<file path="config.mk">
export PLATFORM = sky130hd
export DESIGN_NAME = hole_list_fit_allocator_top_flat
export DESIGN_NICKNAME = d
export VERILOG_FILES = /design/src/design/hlfa_pkg.sv /design/src/design/hlfa_ifs.sv /design/src/design/hlfa_cell.sv /design/src/design/hlfa_chain.sv /design/src/design/hole_list_fit_allocator_top.sv /design/src/flat_wrapper.sv
export SDC_FILE = /design/constraint.sdc
export NUM_CORES = 2
export LEC_CHECK = 0
export ABC_AREA = 1
export BUFFER_PORTS_ARGS = -buffer_cell sky130_fd_sc_hd__buf_2
export CAP_MARGIN = 10
export CORE_MARGIN = 2
export CORE_UTILIZATION = 55
export DETAILED_ROUTE_END_ITERATION = 10
export PLACE_DENSITY = 0.67
export SLEW_MARGIN = 20
export SYNTH_ARGS = -nofsm -noshare
export SYNTH_HDL_FRONTEND = slang
export SYNTH_SLANG_ARGS = --single-unit
</file>
<file path="constraint.sdc">
create_clock -name clk_i -period 5.1 [get_ports clk_i]
set_input_delay 0.51 -clock clk_i [delete_from_list [all_inputs] [get_ports clk_i]]
set_output_delay 0.51 -clock clk_i [all_outputs]
set_load 0.05 [all_outputs]
</file>
<file path="src/design/hlfa_pkg.sv">
// Shared types, codes and port widths for the hole list fit allocator.
`default_nettype none

package hlfa_pkg;

  // Default table shape
  localparam int MAX_HOLES_DEF = 16;
  localparam int SIZE_BITS_DEF = 16;

  // Fixed widths of the beat fields
  localparam int OP_W     = 2;
  localparam int SIZE_W   = 16;
  localparam int STATUS_W = 2;
  localparam int HIDX_W   = 4;
  localparam int REM_W    = 16;
  localparam int LEFT_W   = 5;
  localparam int POLICY_W = 2;

  typedef enum logic [OP_W-1:0] {
    OP_LOAD  = 2'd0,
    OP_ALLOC = 2'd1,
    OP_CLEAR = 2'd2
  } op_e;

  typedef enum logic [STATUS_W-1:0] {
    STAT_ALLOC = 2'd0,
    STAT_NOFIT = 2'd1,
    STAT_DONE  = 2'd2,
    STAT_FULL  = 2'd3
  } status_e;

  typedef enum logic [POLICY_W-1:0] {
    POL_FIRST = 2'd0,
    POL_BEST  = 2'd1,
    POL_WORST = 2'd2
  } policy_e;

  typedef enum logic [1:0] {
    S_IDLE = 2'd0,
    S_SCAN = 2'd1,
    S_OUT  = 2'd2
  } state_e;

  // Broadcast command to every cell of the row
  typedef struct packed {
    logic wr;     // write wdata into the selected cell
    logic shift;  // cells at or above the selected index take their upper neighbour
  } cell_cmd_t;

  // Control half of the candidate that walks along the row
  typedef struct packed {
    logic token;  // candidate is live in this stage
    logic found;  // some earlier cell already fits
  } cand_ctl_t;

endpackage

`default_nettype wire

</file>
<file path="src/design/hlfa_ifs.sv">
// Valid/ready channel interfaces for request and response beats.
`default_nettype none

interface hlfa_req_if;
  logic                        valid;
  logic                        ready;
  logic [hlfa_pkg::OP_W-1:0]   op;
  logic [hlfa_pkg::SIZE_W-1:0] size;

  modport source (output valid, output op, output size, input ready);
  modport sink   (input valid, input op, input size, output ready);
endinterface

interface hlfa_rsp_if;
  logic                          valid;
  logic                          ready;
  logic [hlfa_pkg::STATUS_W-1:0] status;
  logic [hlfa_pkg::HIDX_W-1:0]   hole_index;
  logic [hlfa_pkg::REM_W-1:0]    remaining;
  logic [hlfa_pkg::LEFT_W-1:0]   holes_left;

  modport source (output valid, output status, output hole_index, output remaining,
                  output holes_left, input ready);
  modport sink   (input valid, input status, input hole_index, input remaining,
                  input holes_left, output ready);
endinterface

`default_nettype wire

</file>
<file path="src/design/hlfa_cell.sv">
// One table cell: holds a hole size and advances the fit candidate by one stage.
`default_nettype none

module hlfa_cell #(
  parameter int MAX_HOLES = hlfa_pkg::MAX_HOLES_DEF,
  parameter int SIZE_BITS = hlfa_pkg::SIZE_BITS_DEF,
  parameter int CELL_IDX  = 0,
  localparam int IDX_W = $clog2(MAX_HOLES),
  localparam int CNT_W = $clog2(MAX_HOLES + 1)
) (
  input  wire                             clk_i,
  input  wire                             rst_ni,
  input  wire hlfa_pkg::cell_cmd_t        cmd_i,
  input  wire logic [IDX_W-1:0]           sel_idx_i,
  input  wire logic [SIZE_BITS-1:0]       wdata_i,
  input  wire logic [SIZE_BITS-1:0]       req_size_i,
  input  wire logic [hlfa_pkg::POLICY_W-1:0] policy_i,
  input  wire logic [CNT_W-1:0]           count_i,
  input  wire logic [SIZE_BITS-1:0]       nbr_hole_i,
  output logic [SIZE_BITS-1:0]            hole_o,
  input  wire hlfa_pkg::cand_ctl_t        cand_ctl_i,
  input  wire logic [IDX_W-1:0]           cand_idx_i,
  input  wire logic [SIZE_BITS-1:0]       cand_size_i,
  output hlfa_pkg::cand_ctl_t             cand_ctl_o,
  output logic [IDX_W-1:0]                cand_idx_o,
  output logic [SIZE_BITS-1:0]            cand_size_o
);

  localparam logic [CNT_W-1:0] MY_CNT = CNT_W'(CELL_IDX);
  localparam logic [IDX_W-1:0] MY_IDX = IDX_W'(CELL_IDX);

  logic [SIZE_BITS-1:0] hole_q;
  hlfa_pkg::cand_ctl_t  cand_ctl_q;
  logic [IDX_W-1:0]     cand_idx_q;
  logic [SIZE_BITS-1:0] cand_size_q;
  logic                 live;
  logic                 fits;
  logic                 better;
  logic                 take;

  // Decide whether this hole replaces the incoming candidate
  always_comb begin
    live = (MY_CNT < count_i);
    fits = live && (hole_q >= req_size_i);
    case (policy_i)
      hlfa_pkg::POL_BEST:  better = (hole_q < cand_size_i);
      hlfa_pkg::POL_WORST: better = (hole_q > cand_size_i);
      default:             better = 1'b0;
    endcase
    take = fits && (!cand_ctl_i.found || better);
  end

  // Hold the hole; take a write, or the upper neighbour on a removal
  always_ff @(posedge clk_i) begin
    if (cmd_i.wr && (sel_idx_i == MY_IDX)) begin
      hole_q <= wdata_i;
    end else if (cmd_i.shift && (MY_IDX >= sel_idx_i)) begin
      hole_q <= nbr_hole_i;
    end
  end

  // Advance the candidate control by one stage
  always_ff @(posedge clk_i or negedge rst_ni) begin
    if (!rst_ni) begin
      cand_ctl_q <= '0;
    end else begin
      cand_ctl_q.token <= cand_ctl_i.token;
      cand_ctl_q.found <= cand_ctl_i.found | take;
    end
  end

  // Advance the candidate payload while the token passes
  always_ff @(posedge clk_i) begin
    if (cand_ctl_i.token) begin
      cand_idx_q  <= take ? MY_IDX : cand_idx_i;
      cand_size_q <= take ? hole_q : cand_size_i;
    end
  end

  assign hole_o      = hole_q;
  assign cand_ctl_o  = cand_ctl_q;
  assign cand_idx_o  = cand_idx_q;
  assign cand_size_o = cand_size_q;

endmodule

`default_nettype wire

</file>
<file path="src/design/hlfa_chain.sv">
// Row of table cells with the candidate passed from neighbour to neighbour.
`default_nettype none

module hlfa_chain #(
  parameter int MAX_HOLES = hlfa_pkg::MAX_HOLES_DEF,
  parameter int SIZE_BITS = hlfa_pkg::SIZE_BITS_DEF,
  localparam int IDX_W = $clog2(MAX_HOLES),
  localparam int CNT_W = $clog2(MAX_HOLES + 1)
) (
  input  wire                                clk_i,
  input  wire                                rst_ni,
  input  wire hlfa_pkg::cell_cmd_t           cmd_i,
  input  wire logic [IDX_W-1:0]              sel_idx_i,
  input  wire logic [SIZE_BITS-1:0]          wdata_i,
  input  wire logic [SIZE_BITS-1:0]          req_size_i,
  input  wire logic [hlfa_pkg::POLICY_W-1:0] policy_i,
  input  wire logic [CNT_W-1:0]              count_i,
  input  wire logic                          start_i,
  output hlfa_pkg::cand_ctl_t                cand_ctl_o,
  output logic [IDX_W-1:0]                   cand_idx_o,
  output logic [SIZE_BITS-1:0]               cand_size_o
);

  hlfa_pkg::cand_ctl_t  ctl  [MAX_HOLES+1];
  logic [IDX_W-1:0]     idx  [MAX_HOLES+1];
  logic [SIZE_BITS-1:0] size [MAX_HOLES+1];
  logic [SIZE_BITS-1:0] hole [MAX_HOLES];

  // Launch an empty candidate into the first cell
  assign ctl[0].token = start_i;
  assign ctl[0].found = 1'b0;
  assign idx[0]       = '0;
  assign size[0]      = '0;

  for (genvar g = 0; g < MAX_HOLES; g++) begin : g_cell
    logic [SIZE_BITS-1:0] nbr;

    // Top cell refills from itself; it falls outside the count after a removal
    if (g == MAX_HOLES - 1) begin : g_top
      assign nbr = hole[g];
    end else begin : g_mid
      assign nbr = hole[g+1];
    end

    hlfa_cell #(
      .MAX_HOLES (MAX_HOLES),
      .SIZE_BITS (SIZE_BITS),
      .CELL_IDX  (g)
    ) u_cell (
      .clk_i       (clk_i),
      .rst_ni      (rst_ni),
      .cmd_i       (cmd_i),
      .sel_idx_i   (sel_idx_i),
      .wdata_i     (wdata_i),
      .req_size_i  (req_size_i),
      .policy_i    (policy_i),
      .count_i     (count_i),
      .nbr_hole_i  (nbr),
      .hole_o      (hole[g]),
      .cand_ctl_i  (ctl[g]),
      .cand_idx_i  (idx[g]),
      .cand_size_i (size[g]),
      .cand_ctl_o  (ctl[g+1]),
      .cand_idx_o  (idx[g+1]),
      .cand_size_o (size[g+1])
    );
  end

  assign cand_ctl_o  = ctl[MAX_HOLES];
  assign cand_idx_o  = idx[MAX_HOLES];
  assign cand_size_o = size[MAX_HOLES];

endmodule

`default_nettype wire

</file>
<file path="src/design/hole_list_fit_allocator_top.sv">
// Top level of the hole list fit allocator: control, count, config and result register.
`default_nettype none

// Free-hole table of up to MAX_HOLES entries kept in a row of cells, one hole per
// cell. One request beat is handled at a time. For load, clear and unused opcodes
// the result register loads as the request is taken, then the response register
// loads once it is free, as the request side becomes ready again. An allocate walks
// a candidate through the row one cell per cycle; its result passes the start
// register, each cell's candidate register, the result register and the response
// register. The shrink or removal of the chosen hole lands in the same edge as the
// result register. A finished response waits in its own register, and the next
// request is accepted while it waits. The policy register may be written only while
// no request is in flight.
module hole_list_fit_allocator_top #(
  parameter int MAX_HOLES = hlfa_pkg::MAX_HOLES_DEF,
  parameter int SIZE_BITS = hlfa_pkg::SIZE_BITS_DEF
) (
  input  wire                                clk_i,
  input  wire                                rst_ni,
  hlfa_req_if.sink                           req_i,
  hlfa_rsp_if.source                         rsp_o,
  input  wire logic                          cfg_we_i,
  input  wire logic [hlfa_pkg::POLICY_W-1:0] cfg_wdata_i
);

  localparam int IDX_W = $clog2(MAX_HOLES);
  localparam int CNT_W = $clog2(MAX_HOLES + 1);
  localparam logic [CNT_W-1:0] CNT_FULL = CNT_W'(MAX_HOLES);

  hlfa_pkg::state_e                  state_q, state_d;
  logic [hlfa_pkg::POLICY_W-1:0]     policy_q;
  logic [CNT_W-1:0]                  count_q, count_d;
  logic [SIZE_BITS-1:0]              req_size_q, req_size_d;
  logic                              start_q, start_d;
  logic [hlfa_pkg::STATUS_W-1:0]     res_status_q, res_status_d;
  logic [IDX_W-1:0]                  res_idx_q, res_idx_d;
  logic [SIZE_BITS-1:0]              res_rem_q, res_rem_d;
  logic [CNT_W-1:0]                  res_left_q, res_left_d;
  logic                              res_ld;
  logic                              out_valid_q, out_valid_d;
  logic [hlfa_pkg::STATUS_W-1:0]     out_status_q;
  logic [hlfa_pkg::HIDX_W-1:0]       out_idx_q;
  logic [hlfa_pkg::REM_W-1:0]        out_rem_q;
  logic [hlfa_pkg::LEFT_W-1:0]       out_left_q;
  logic                              accept;
  logic                              out_load;
  logic [31:0]                       size_ext;
  logic [SIZE_BITS-1:0]              in_size;
  logic [31:0]                       idx_ext;
  logic [31:0]                       rem_ext;
  logic [31:0]                       left_ext;
  hlfa_pkg::cell_cmd_t               cmd;
  logic [IDX_W-1:0]                  sel_idx;
  logic [SIZE_BITS-1:0]              wdata;
  hlfa_pkg::cand_ctl_t               cand_ctl;
  logic [IDX_W-1:0]                  cand_idx;
  logic [SIZE_BITS-1:0]              cand_size;

  // Handshakes and input size folded to the table width
  assign accept   = req_i.valid && req_i.ready;
  assign req_i.ready = (state_q == hlfa_pkg::S_IDLE);
  assign out_load = (state_q == hlfa_pkg::S_OUT) && (!out_valid_q || rsp_o.ready);
  assign size_ext = 32'(req_i.size);
  assign in_size  = size_ext[SIZE_BITS-1:0];

  // Next state
  always_comb begin
    state_d = state_q;
    unique case (state_q)
      hlfa_pkg::S_IDLE: begin
        if (accept) begin
          state_d = (req_i.op == hlfa_pkg::OP_ALLOC) ? hlfa_pkg::S_SCAN : hlfa_pkg::S_OUT;
        end
      end
      hlfa_pkg::S_SCAN: begin
        if (cand_ctl.token) begin
          state_d = hlfa_pkg::S_OUT;
        end
      end
      hlfa_pkg::S_OUT: begin
        if (out_load) begin
          state_d = hlfa_pkg::S_IDLE;
        end
      end
      default: state_d = hlfa_pkg::S_IDLE;
    endcase
  end

  // Table commands, count update and pending result
  always_comb begin
    cmd          = '0;
    sel_idx      = '0;
    wdata        = in_size;
    count_d      = count_q;
    req_size_d   = req_size_q;
    start_d      = 1'b0;
    res_ld       = 1'b0;
    res_status_d = hlfa_pkg::STAT_NOFIT;
    res_idx_d    = '0;
    res_rem_d    = '0;
    res_left_d   = count_q;
    unique case (state_q)
      hlfa_pkg::S_IDLE: begin
        if (accept) begin
          case (req_i.op)
            hlfa_pkg::OP_LOAD: begin
              res_ld = 1'b1;
              if (count_q >= CNT_FULL) begin
                res_status_d = hlfa_pkg::STAT_FULL;
              end else begin
                cmd.wr       = 1'b1;
                sel_idx      = count_q[IDX_W-1:0];
                count_d      = count_q + CNT_W'(1);
                res_status_d = hlfa_pkg::STAT_DONE;
                res_idx_d    = count_q[IDX_W-1:0];
                res_left_d   = count_q + CNT_W'(1);
              end
            end
            hlfa_pkg::OP_ALLOC: begin
              req_size_d = in_size;
              start_d    = 1'b1;
            end
            hlfa_pkg::OP_CLEAR: begin
              res_ld       = 1'b1;
              count_d      = '0;
              res_status_d = hlfa_pkg::STAT_DONE;
              res_left_d   = '0;
            end
            default: begin
              res_ld = 1'b1;
            end
          endcase
        end
      end
      hlfa_pkg::S_SCAN: begin
        if (cand_ctl.token) begin
          res_ld = 1'b1;
          if (cand_ctl.found) begin
            res_status_d = hlfa_pkg::STAT_ALLOC;
            res_idx_d    = cand_idx;
            sel_idx      = cand_idx;
            if (cand_size == req_size_q) begin
              // exact fit: drop the hole and close the gap
              cmd.shift  = 1'b1;
              count_d    = count_q - CNT_W'(1);
              res_left_d = count_q - CNT_W'(1);
            end else begin
              cmd.wr    = 1'b1;
              wdata     = cand_size - req_size_q;
              res_rem_d = cand_size - req_size_q;
            end
          end
        end
      end
      hlfa_pkg::S_OUT: begin
      end
      default: begin
      end
    endcase
  end

  // Response register: load a finished result, drop it once taken
  always_comb begin
    out_valid_d = out_valid_q && !rsp_o.ready;
    if (out_load) begin
      out_valid_d = 1'b1;
    end
  end

  assign idx_ext  = 32'(res_idx_q);
  assign rem_ext  = 32'(res_rem_q);
  assign left_ext = 32'(res_left_q);

  // Control state
  always_ff @(posedge clk_i or negedge rst_ni) begin
    if (!rst_ni) begin
      state_q     <= hlfa_pkg::S_IDLE;
      policy_q    <= hlfa_pkg::POL_FIRST;
      count_q     <= '0;
      start_q     <= 1'b0;
      out_valid_q <= 1'b0;
    end else begin
      state_q     <= state_d;
      count_q     <= count_d;
      start_q     <= start_d;
      out_valid_q <= out_valid_d;
      if (cfg_we_i) begin
        policy_q <= cfg_wdata_i;
      end
    end
  end

  // Payload registers
  always_ff @(posedge clk_i) begin
    req_size_q <= req_size_d;
    if (res_ld) begin
      res_status_q <= res_status_d;
      res_idx_q    <= res_idx_d;
      res_rem_q    <= res_rem_d;
      res_left_q   <= res_left_d;
    end
    if (out_load) begin
      out_status_q <= res_status_q;
      out_idx_q    <= idx_ext[hlfa_pkg::HIDX_W-1:0];
      out_rem_q    <= rem_ext[hlfa_pkg::REM_W-1:0];
      out_left_q   <= left_ext[hlfa_pkg::LEFT_W-1:0];
    end
  end

  assign rsp_o.valid      = out_valid_q;
  assign rsp_o.status     = out_status_q;
  assign rsp_o.hole_index = out_idx_q;
  assign rsp_o.remaining  = out_rem_q;
  assign rsp_o.holes_left = out_left_q;

  hlfa_chain #(
    .MAX_HOLES (MAX_HOLES),
    .SIZE_BITS (SIZE_BITS)
  ) u_chain (
    .clk_i       (clk_i),
    .rst_ni      (rst_ni),
    .cmd_i       (cmd),
    .sel_idx_i   (sel_idx),
    .wdata_i     (wdata),
    .req_size_i  (req_size_q),
    .policy_i    (policy_q),
    .count_i     (count_q),
    .start_i     (start_q),
    .cand_ctl_o  (cand_ctl),
    .cand_idx_o  (cand_idx),
    .cand_size_o (cand_size)
  );

  // Count never passes the table depth
  a_count_bound: assert property (@(posedge clk_i) disable iff (!rst_ni)
    count_q <= CNT_FULL)
    else $error("hole count beyond table depth");

  // A candidate leaves the row only while a scan is running
  a_token_in_scan: assert property (@(posedge clk_i) disable iff (!rst_ni)
    cand_ctl.token |-> state_q == hlfa_pkg::S_SCAN)
    else $error("candidate left the row outside a scan");

  // A start pulse appears only in a scan launched by an accepted allocate beat
  a_start_pulse: assert property (@(posedge clk_i) disable iff (!rst_ni)
    start_q |-> (state_q == hlfa_pkg::S_SCAN) && $past(accept))
    else $error("scan start without an allocate beat");

  // Removal only happens on a found exact fit
  a_shift_found: assert property (@(posedge clk_i) disable iff (!rst_ni)
    cmd.shift |-> cand_ctl.found && (count_q != '0))
    else $error("removal without a fitting hole");

endmodule

`default_nettype wire
</file>
<file path="src/flat_wrapper.sv">
// flat-port wrapper written by rule: the top's interface ports become plain ports
module hole_list_fit_allocator_top_flat 
#(
  parameter int MAX_HOLES = hlfa_pkg::MAX_HOLES_DEF,
  parameter int SIZE_BITS = hlfa_pkg::SIZE_BITS_DEF
)
  (clk_i, rst_ni, cfg_we_i, cfg_wdata_i, req_i_valid, req_i_op, req_i_size, req_i_ready, rsp_o_valid, rsp_o_status, rsp_o_hole_index, rsp_o_remaining, rsp_o_holes_left, rsp_o_ready);
  hlfa_req_if req_i_i ();
  hlfa_rsp_if rsp_o_i ();
  input  wire clk_i;
  input  wire rst_ni;
  input  wire logic cfg_we_i;
  input  wire logic [hlfa_pkg::POLICY_W-1:0] cfg_wdata_i;
  input wire logic [$bits(req_i_i.valid)-1:0] req_i_valid;
  input wire logic [$bits(req_i_i.op)-1:0] req_i_op;
  input wire logic [$bits(req_i_i.size)-1:0] req_i_size;
  output wire logic [$bits(req_i_i.ready)-1:0] req_i_ready;
  output wire logic [$bits(rsp_o_i.valid)-1:0] rsp_o_valid;
  output wire logic [$bits(rsp_o_i.status)-1:0] rsp_o_status;
  output wire logic [$bits(rsp_o_i.hole_index)-1:0] rsp_o_hole_index;
  output wire logic [$bits(rsp_o_i.remaining)-1:0] rsp_o_remaining;
  output wire logic [$bits(rsp_o_i.holes_left)-1:0] rsp_o_holes_left;
  input wire logic [$bits(rsp_o_i.ready)-1:0] rsp_o_ready;
  assign req_i_i.valid = req_i_valid;
  assign req_i_i.op = req_i_op;
  assign req_i_i.size = req_i_size;
  assign req_i_ready = req_i_i.ready;
  assign rsp_o_valid = rsp_o_i.valid;
  assign rsp_o_status = rsp_o_i.status;
  assign rsp_o_hole_index = rsp_o_i.hole_index;
  assign rsp_o_remaining = rsp_o_i.remaining;
  assign rsp_o_holes_left = rsp_o_i.holes_left;
  assign rsp_o_i.ready = rsp_o_ready;
  hole_list_fit_allocator_top #(.MAX_HOLES(MAX_HOLES), .SIZE_BITS(SIZE_BITS)) u_core (.clk_i(clk_i), .rst_ni(rst_ni), .req_i(req_i_i), .rsp_o(rsp_o_i), .cfg_we_i(cfg_we_i), .cfg_wdata_i(cfg_wdata_i));
endmodule
</file>
Yosys cells after proc, flatten, opt, wreduce, memory -nomap -nowiden. Index checks and enable logic that the tools add are counted.

Add/sub/neg operators: 3. $lt $le $gt $ge: 78. Equality and inequality tests: 25. Multiplexer cells: 105. Bitwise logic cells: 18. Reductions and logical operators: 119.

Operators by type and width (number): 2-to-1 mux 16 bit (49); greater-or-equal comparator 16 bit (16); greater-than comparator 16 bit (15); < comparator 16 bit (15); logical AND 1 bit (65); < comparator 4 x 5 -> 1 bit, first input constant (8); one-hot mux 1 bit (2 select lines) (17); equality test 4 bit, second input constant (8); nonzero test 2 bit (15); greater-or-equal comparator 4 bit, first input constant (7); 2-to-1 mux 5 bit (5); < comparator 3 x 5 -> 1 bit, first input constant (4); 2-to-1 mux 4 bit (5); one-hot mux 5 bit (2 select lines) (2); zero test 1 bit (17); equality test 16 bit (1); equality test 4 x 3 -> 1 bit, second input constant (4); greater-or-equal comparator 3 x 4 -> 1 bit, first input constant (4); logical OR 1 bit (16); 2-to-1 mux 2 bit (8); subtractor 16 bit (1); 2-to-1 mux 1 bit (15); bitwise OR 1 bit (15); < comparator 1 x 5 -> 1 bit, first input constant (2); 20 further kinds (34).

Register bits: 674. Input bits: 25. Output and inout port bits: 29. Word-level logic and storage cells: 441.

Depth between registers and ports, before layout.
Depth after elaboration: 9. Gate-level depth with buffers: 18. Gate-level depth less buffers: 17.

By module. From an unflattened synthesis, not the netlist that was laid out.

Cell total of the unflattened synthesis: 4830. Area, all modules: 45493.6 um2.

Modules (own cells, without submodules): hlfa_cell at u_core.u_chain.g_cell[12].u_cell ... (times used 2, cells an instance 269, area each 2582.5 um2, sequential area each 1131.1 um2); hole_list_fit_allocator_top (times used 1, cells an instance 428, area each 4194.0 um2, sequential area each 2377.3 um2); hlfa_cell at u_core.u_chain.g_cell[0].u_cell (times used 1, cells an instance 273, area each 2602.5 um2, sequential area each 1131.1 um2); hlfa_cell at u_core.u_chain.g_cell[15].u_cell (times used 1, cells an instance 303, area each 2598.7 um2, sequential area each 1131.1 um2); hlfa_cell at u_core.u_chain.g_cell[7].u_cell (times used 1, cells an instance 303, area each 2595.0 um2, sequential area each 1131.1 um2); hlfa_cell at u_core.u_chain.g_cell[8].u_cell (times used 1, cells an instance 270, area each 2592.5 um2, sequential area each 1131.1 um2); hlfa_cell at u_core.u_chain.g_cell[4].u_cell (times used 1, cells an instance 271, area each 2591.2 um2, sequential area each 1131.1 um2); hlfa_cell at u_core.u_chain.g_cell[10].u_cell (times used 1, cells an instance 270, area each 2588.7 um2, sequential area each 1131.1 um2); hlfa_cell at u_core.u_chain.g_cell[6].u_cell (times used 1, cells an instance 268, area each 2585.0 um2, sequential area each 1131.1 um2); hlfa_cell at u_core.u_chain.g_cell[2].u_cell (times used 1, cells an instance 268, area each 2583.7 um2, sequential area each 1131.1 um2); hlfa_cell at u_core.u_chain.g_cell[5].u_cell (times used 1, cells an instance 267, area each 2581.2 um2, sequential area each 1131.1 um2); hlfa_cell at u_core.u_chain.g_cell[3].u_cell (times used 1, cells an instance 268, area each 2580.0 um2, sequential area each 1131.1 um2); hlfa_cell at u_core.u_chain.g_cell[11].u_cell (times used 1, cells an instance 302, area each 2565.0 um2, sequential area each 1131.1 um2); hlfa_cell at u_core.u_chain.g_cell[14].u_cell (times used 1, cells an instance 267, area each 2560.0 um2, sequential area each 1131.1 um2); 3 more rows.

Least setup slack after synthesis. OpenSTA, ideal clock, no wires.

Kind: reg-to-reg. From: register u_core.state_q[1]. To: register u_core.res_idx_q[0], enable pin. Library setup time: 0.451 ns. Arrival: 2.974 ns. Required time: 4.649 ns. Path slack: 1.675 ns. Cell stages (with the launch flop): 4. Path buffers: 0. Period minus slack after synthesis: 3.425 ns. Cell sequence: dfrtp_1 > nor2_4 > nand2_1 > o21ai_0.

Longest elaborated chain between the ends: 4. Elaborated cells on any way between the ends: 5. Classes of those cells: eq/ne: 1; mux: 2; reduce/logical: 2.

Ends and longest elaborated chain: start: declaration (line hole_list_fit_allocator_top.sv:30) `hlfa_pkg::state_e state_q, state_d;`; start signal: assignment (line hole_list_fit_allocator_top.sv:177) `state_q <= hlfa_pkg::S_IDLE;`; start signal: assignment (line hole_list_fit_allocator_top.sv:183) `state_q <= state_d;`; zero test 2 bit * (line hole_list_fit_allocator_top.sv:61) `assign req_i.ready = (state_q == hlfa_pkg::S_IDLE);`; net req_i_ready (line flat_wrapper.sv:17) `output wire logic [$bits(req_i_i.ready)-1:0] req_i_ready;`; logical AND 1 bit (line hole_list_fit_allocator_top.sv:60) `assign accept = req_i.valid && req_i.ready;`; 2-to-1 mux 1 bit (line hole_list_fit_allocator_top.sv:104) `if (accept) begin`; one-hot mux 1 bit (2 select lines) * (line hole_list_fit_allocator_top.sv:102) `unique case (state_q)`; net u_core.res_ld (line hole_list_fit_allocator_top.sv:39) `logic res_ld;`; end signal: assignment (line hole_list_fit_allocator_top.sv:198) `res_idx_q <= res_idx_d;`; end: declaration (line hole_list_fit_allocator_top.sv:36) `logic [IDX_W-1:0] res_idx_q, res_idx_d;`.

The timed path passes the listed nets; every way through them passes the cells marked *. A chain may end at the register's enable or synchronous reset.

Final worst setup path.
From: register u_core.req_size_q[6]. To: register u_core.u_chain.g_cell[6].u_cell.hole_q[9], enable pin.

Longest elaborated chain between the ends: 7. Elaborated cells on any way between the ends: 10. Classes of those cells: eq/ne: 1; mux: 6; reduce/logical: 3.

Ends and longest elaborated chain: start: declaration (line hole_list_fit_allocator_top.sv:33) `logic [SIZE_BITS-1:0] req_size_q, req_size_d;`; start signal: assignment (line hole_list_fit_allocator_top.sv:195) `req_size_q <= req_size_d;`; equality test 16 bit * (line hole_list_fit_allocator_top.sv:142) `if (cand_size == req_size_q) begin`; 2-to-1 mux 1 bit (line hole_list_fit_allocator_top.sv:142); 2-to-1 mux 2 bit * (line hole_list_fit_allocator_top.sv:138) `if (cand_ctl.found) begin`; 2-to-1 mux 2 bit * (line hole_list_fit_allocator_top.sv:136) `if (cand_ctl.token) begin`; one-hot mux 1 bit (2 select lines) / 2-to-1 mux 1 bit (equally long branches) (line hole_list_fit_allocator_top.sv:102); logical AND 1 bit, on equally long branches (line hlfa_cell.sv:55, hlfa_cell.sv:57); nonzero test 2 bit (no line) *; end signal: assignment (line hlfa_cell.sv:56) `hole_q <= wdata_i;`; end signal: assignment (line hlfa_cell.sv:58) `hole_q <= nbr_hole_i;`; end: declaration (line hlfa_cell.sv:32) `logic [SIZE_BITS-1:0] hole_q;`.

Mark *: on every way between the ends. The rest lies on a longest branch, timed or not.

==> metrics.txt <==
outcome=finished, final reports clean; synthesized instance count=around 4700; final period utilization=roughly 81%; Placer Congestion=0.9655; WHS=41.30 ps; Tightest Pin Transition=roughly 1200 ps; post-route ant nets=0; pre-CTS setup slack=1022 ps; fraction of layout instances using a drive strength above 1=6.155%; count of final max-slew check failures=0; global-route wire length before repair=roughly 180000 µm; clock buffer depth=3; Worst EP required=about 5300 ps; Worst slew margin=around a fifth; # port buffers=53; WL per Instance=approximately 21 µm; Post-synth EDFFs=roughly 630; FP Rows=100; Crit Path Max Fanout=23; Lkg Pwr=~0.022 µW; critical path's slowest cell=nand2_1; total wire length=123200 µm; post-CTS setup buffer count=0; Max Clock Skew=31.62 ps; Num Clock Sinks=slightly below 700; Synth Flop Type=edfxtp_1; commonest cells after routing, fill and taps aside=nand2_1 (1709), edfxtp_1 (631), ha_1 (517); DR vias/cell=between 5 and 6; mapped cell area=between 40000 and 50000 µm²; Hold Crit Class=in -> async; Ys Warns=0; max-cap violations=0; post-route setup TNS=0 ps; CP cell instances=inv_1, buf_4, ha_1, nand2_1, nor2_1, nand2_1, o21ai_2, buf_4, nand2_1, nand2_1, inv_2, nand2_1, nand2_1; Starting Density=a little under three fifths; I/O Pins=between 50 and 60; core outline area=approximately 74000 µm²; die width=about 280 µm; Critical Path Start Type=flop; unrepaired setup endpoints after global routing=false; CP most frequent cell=nand2_1; Final Hold Viols=0; syn_area_per_cell=~9 µm²; cts repair resizes=0; via count=roughly 33000; worst skew pair latency=650 ps; Worst setup EP type=flop; Worst-path clk slew=roughly 60 ps; commonest non-fill, non-tap cell in the layout=nand2_1; drt drc=0; sequential area share after synthesis=around 48%; drt first pass iters=5; WS Path Type=reg -> reg; initial antenna violation count=3; CP arrival=between 4000 and 5000 ps; Syn-to-layout area delta=9.748%; vias in the first global route=~31000; Net Count, Synth=approximately 5200; Post-synth ARST share=under 10%; CTS root buf=clkbuf_16; # fillers=roughly 6400; die height=278.0 µm; Tot GR Track Use=31.86%; #FFs+latches synth=approximately 670; Synth cell types=between 40 and 50; # diodes=0; PnR worst setup slack=948.0 ps; CTS H-tree depth=3; worst vdd ir=363.4 µV; die area=77310 µm²; clock period minus worst slack=approximately 4200 ps; Starting DRT DRC Count=3274; grt ovf=0; nets@finish=roughly 5300; Max Clk Rate=0.2409 GHz; final setup fails=0; hold buffers post-CTS=0; CTS tree=built; DPL Wire Length=slightly below 90000 µm; # placed instances=~5600; Final Instance Count excl. Fillers=approximately 5800; largest net degree at the start of global routing=44; Critical Path Max Stage Delay=~620 ps; PD cells=344.1 nW/µm²; Num CTS Buffers=78
==> per-stage QoR <==
step	utilization [%]	power (µW)	cell area (µm²)
5_1_grt	60.89	16190	45330
6_report	60.89	15600	45330
3_3_place_gp	57.32	9769	42670
4_1_cts	60.89	15610	45330
3_5_place_dp	57.32	9804	42670
2_1_floorplan	-	8821	41300
==> synthesized netlist by cell type (all sizes together) (13+ instances only) <==
cell / n / area share [%]
nand2: 1712 / 16
nor4: 14 / 0.21
nand4: 49 / 0.76
ha: 517 / 16
clkinv: 13 / 0.12
nor2: 177 / 1.7
buf: 63 / 0.79
a21oi: 262 / 3.2
o21a: 15 / 0.27
edfxtp: 631 / 46
nand3: 335 / 4.1
o21ai: 177 / 2.2
clkbuf: 51 / 0.46
inv: 532 / 4.8
or2: 16 / 0.24
dfrtp: 43 / 2.6
o21bai: 16 / 0.29
==> final timing paths <==
kind | start | end | slack [ps] | cells past startpoint
min reg2reg | u_core.res_rem_q[7] | u_core.rsp_o.remaining[7] | 420 | 0
max in group asynchronous | rst_ni | u_core.u_chain.g_cell[4].u_cell.cand_ctl_o[0] | 4370 | 1
min in group clk_i | req_i_size[6] | u_core.req_size_q[6] | 70 | 1
max reg2reg | u_core.req_size_q[6] | u_core.u_chain.g_cell[6].u_cell.hole_o[9] | 950 | 13
max | u_core.req_size_q[6] | u_core.u_chain.g_cell[6].u_cell.hole_o[9] | 950 | 13
min | rst_ni | u_core.policy_q[1] | 40 | 1
==> metal layers <==
metal	routed length, µm	track usage (%)	up-vias
met5	40	0	-
met4	5945	13.94	6
met3	10900	5.717	332
met2	56090	51.30	1466
met1	50250	42.32	15410
li1	-	-	15790
==> critical path, delay by kind of cell, from the launching register on <==
| kind | cells | cell delay [ps] |
|---|---|---|
| compound gates | 1 | 150 |
| fa+ha+maj | 1 | 400 |
| buf+inv | 4 | 590 |
| flops | 1 | 320 |
| simple gates | 7 | 2260 |
==> cell families (layout without fill, tap and decap cells) <==
logic type / Yosys count / in the layout / synth area share, %
AOI/OAI and AO/OA: 498 / 498 / 6.531
xor gates and xnor gates: 13 / 13 / 0.2757
adders and majority gates: 518 / 518 / 15.71
buffers and inverters: 659 / 794 / 6.207
DFF: 674 / 674 / 48.48
and+or+nand+nor: 2312 / 2312 / 22.80
==> report_power, final <==
part           switching [µW]  internal (µW)
registers                 377           6610
clock network            2380           3470
logic                    2040            728
==> registers in the layout (all words and copies together) (netlist names) <==
name and cells:
u_core.rsp_o.valid 1, u_core.u_chain.g_cell.u_cell.hole_o 256, u_core.u_chain.g_cell.u_cell.cand_size_o 256, u_core.rsp_o.hole_index 4, u_core.res_left_q 5, u_core.state_q 2
u_core.rsp_o.status 2, u_core.rsp_o.remaining 16, u_core.policy_q 2, u_core.u_chain.g_cell.u_cell.cand_ctl_o 32, u_core.u_chain.g_cell.u_cell.cand_idx_o 49, u_core.res_rem_q 16
u_core.rsp_o.holes_left 5, u_core.res_status_q 2, u_core.res_idx_q 4, u_core.req_size_q 16, u_core.start_q 1, u_core.count_q 5
==> area by class of cell <==
| class | instances | area [µm²] | area share (%) |
|---|---|---|---|
| sequential | 674 | 20020 | 44.17 |
| tap | 969 | 1212 | 2.675 |
| inverter | 545 | 2046 | 4.513 |
| multi-input combinational | 3341 | 18740 | 41.34 |
| timing repair buffer | 104 | 650.6 | 1.435 |
| clock inverter | 43 | 536.8 | 1.184 |
| clock buffer | 102 | 2122 | 4.681 |
No activity file was read; power rests on OpenSTA's default activity.
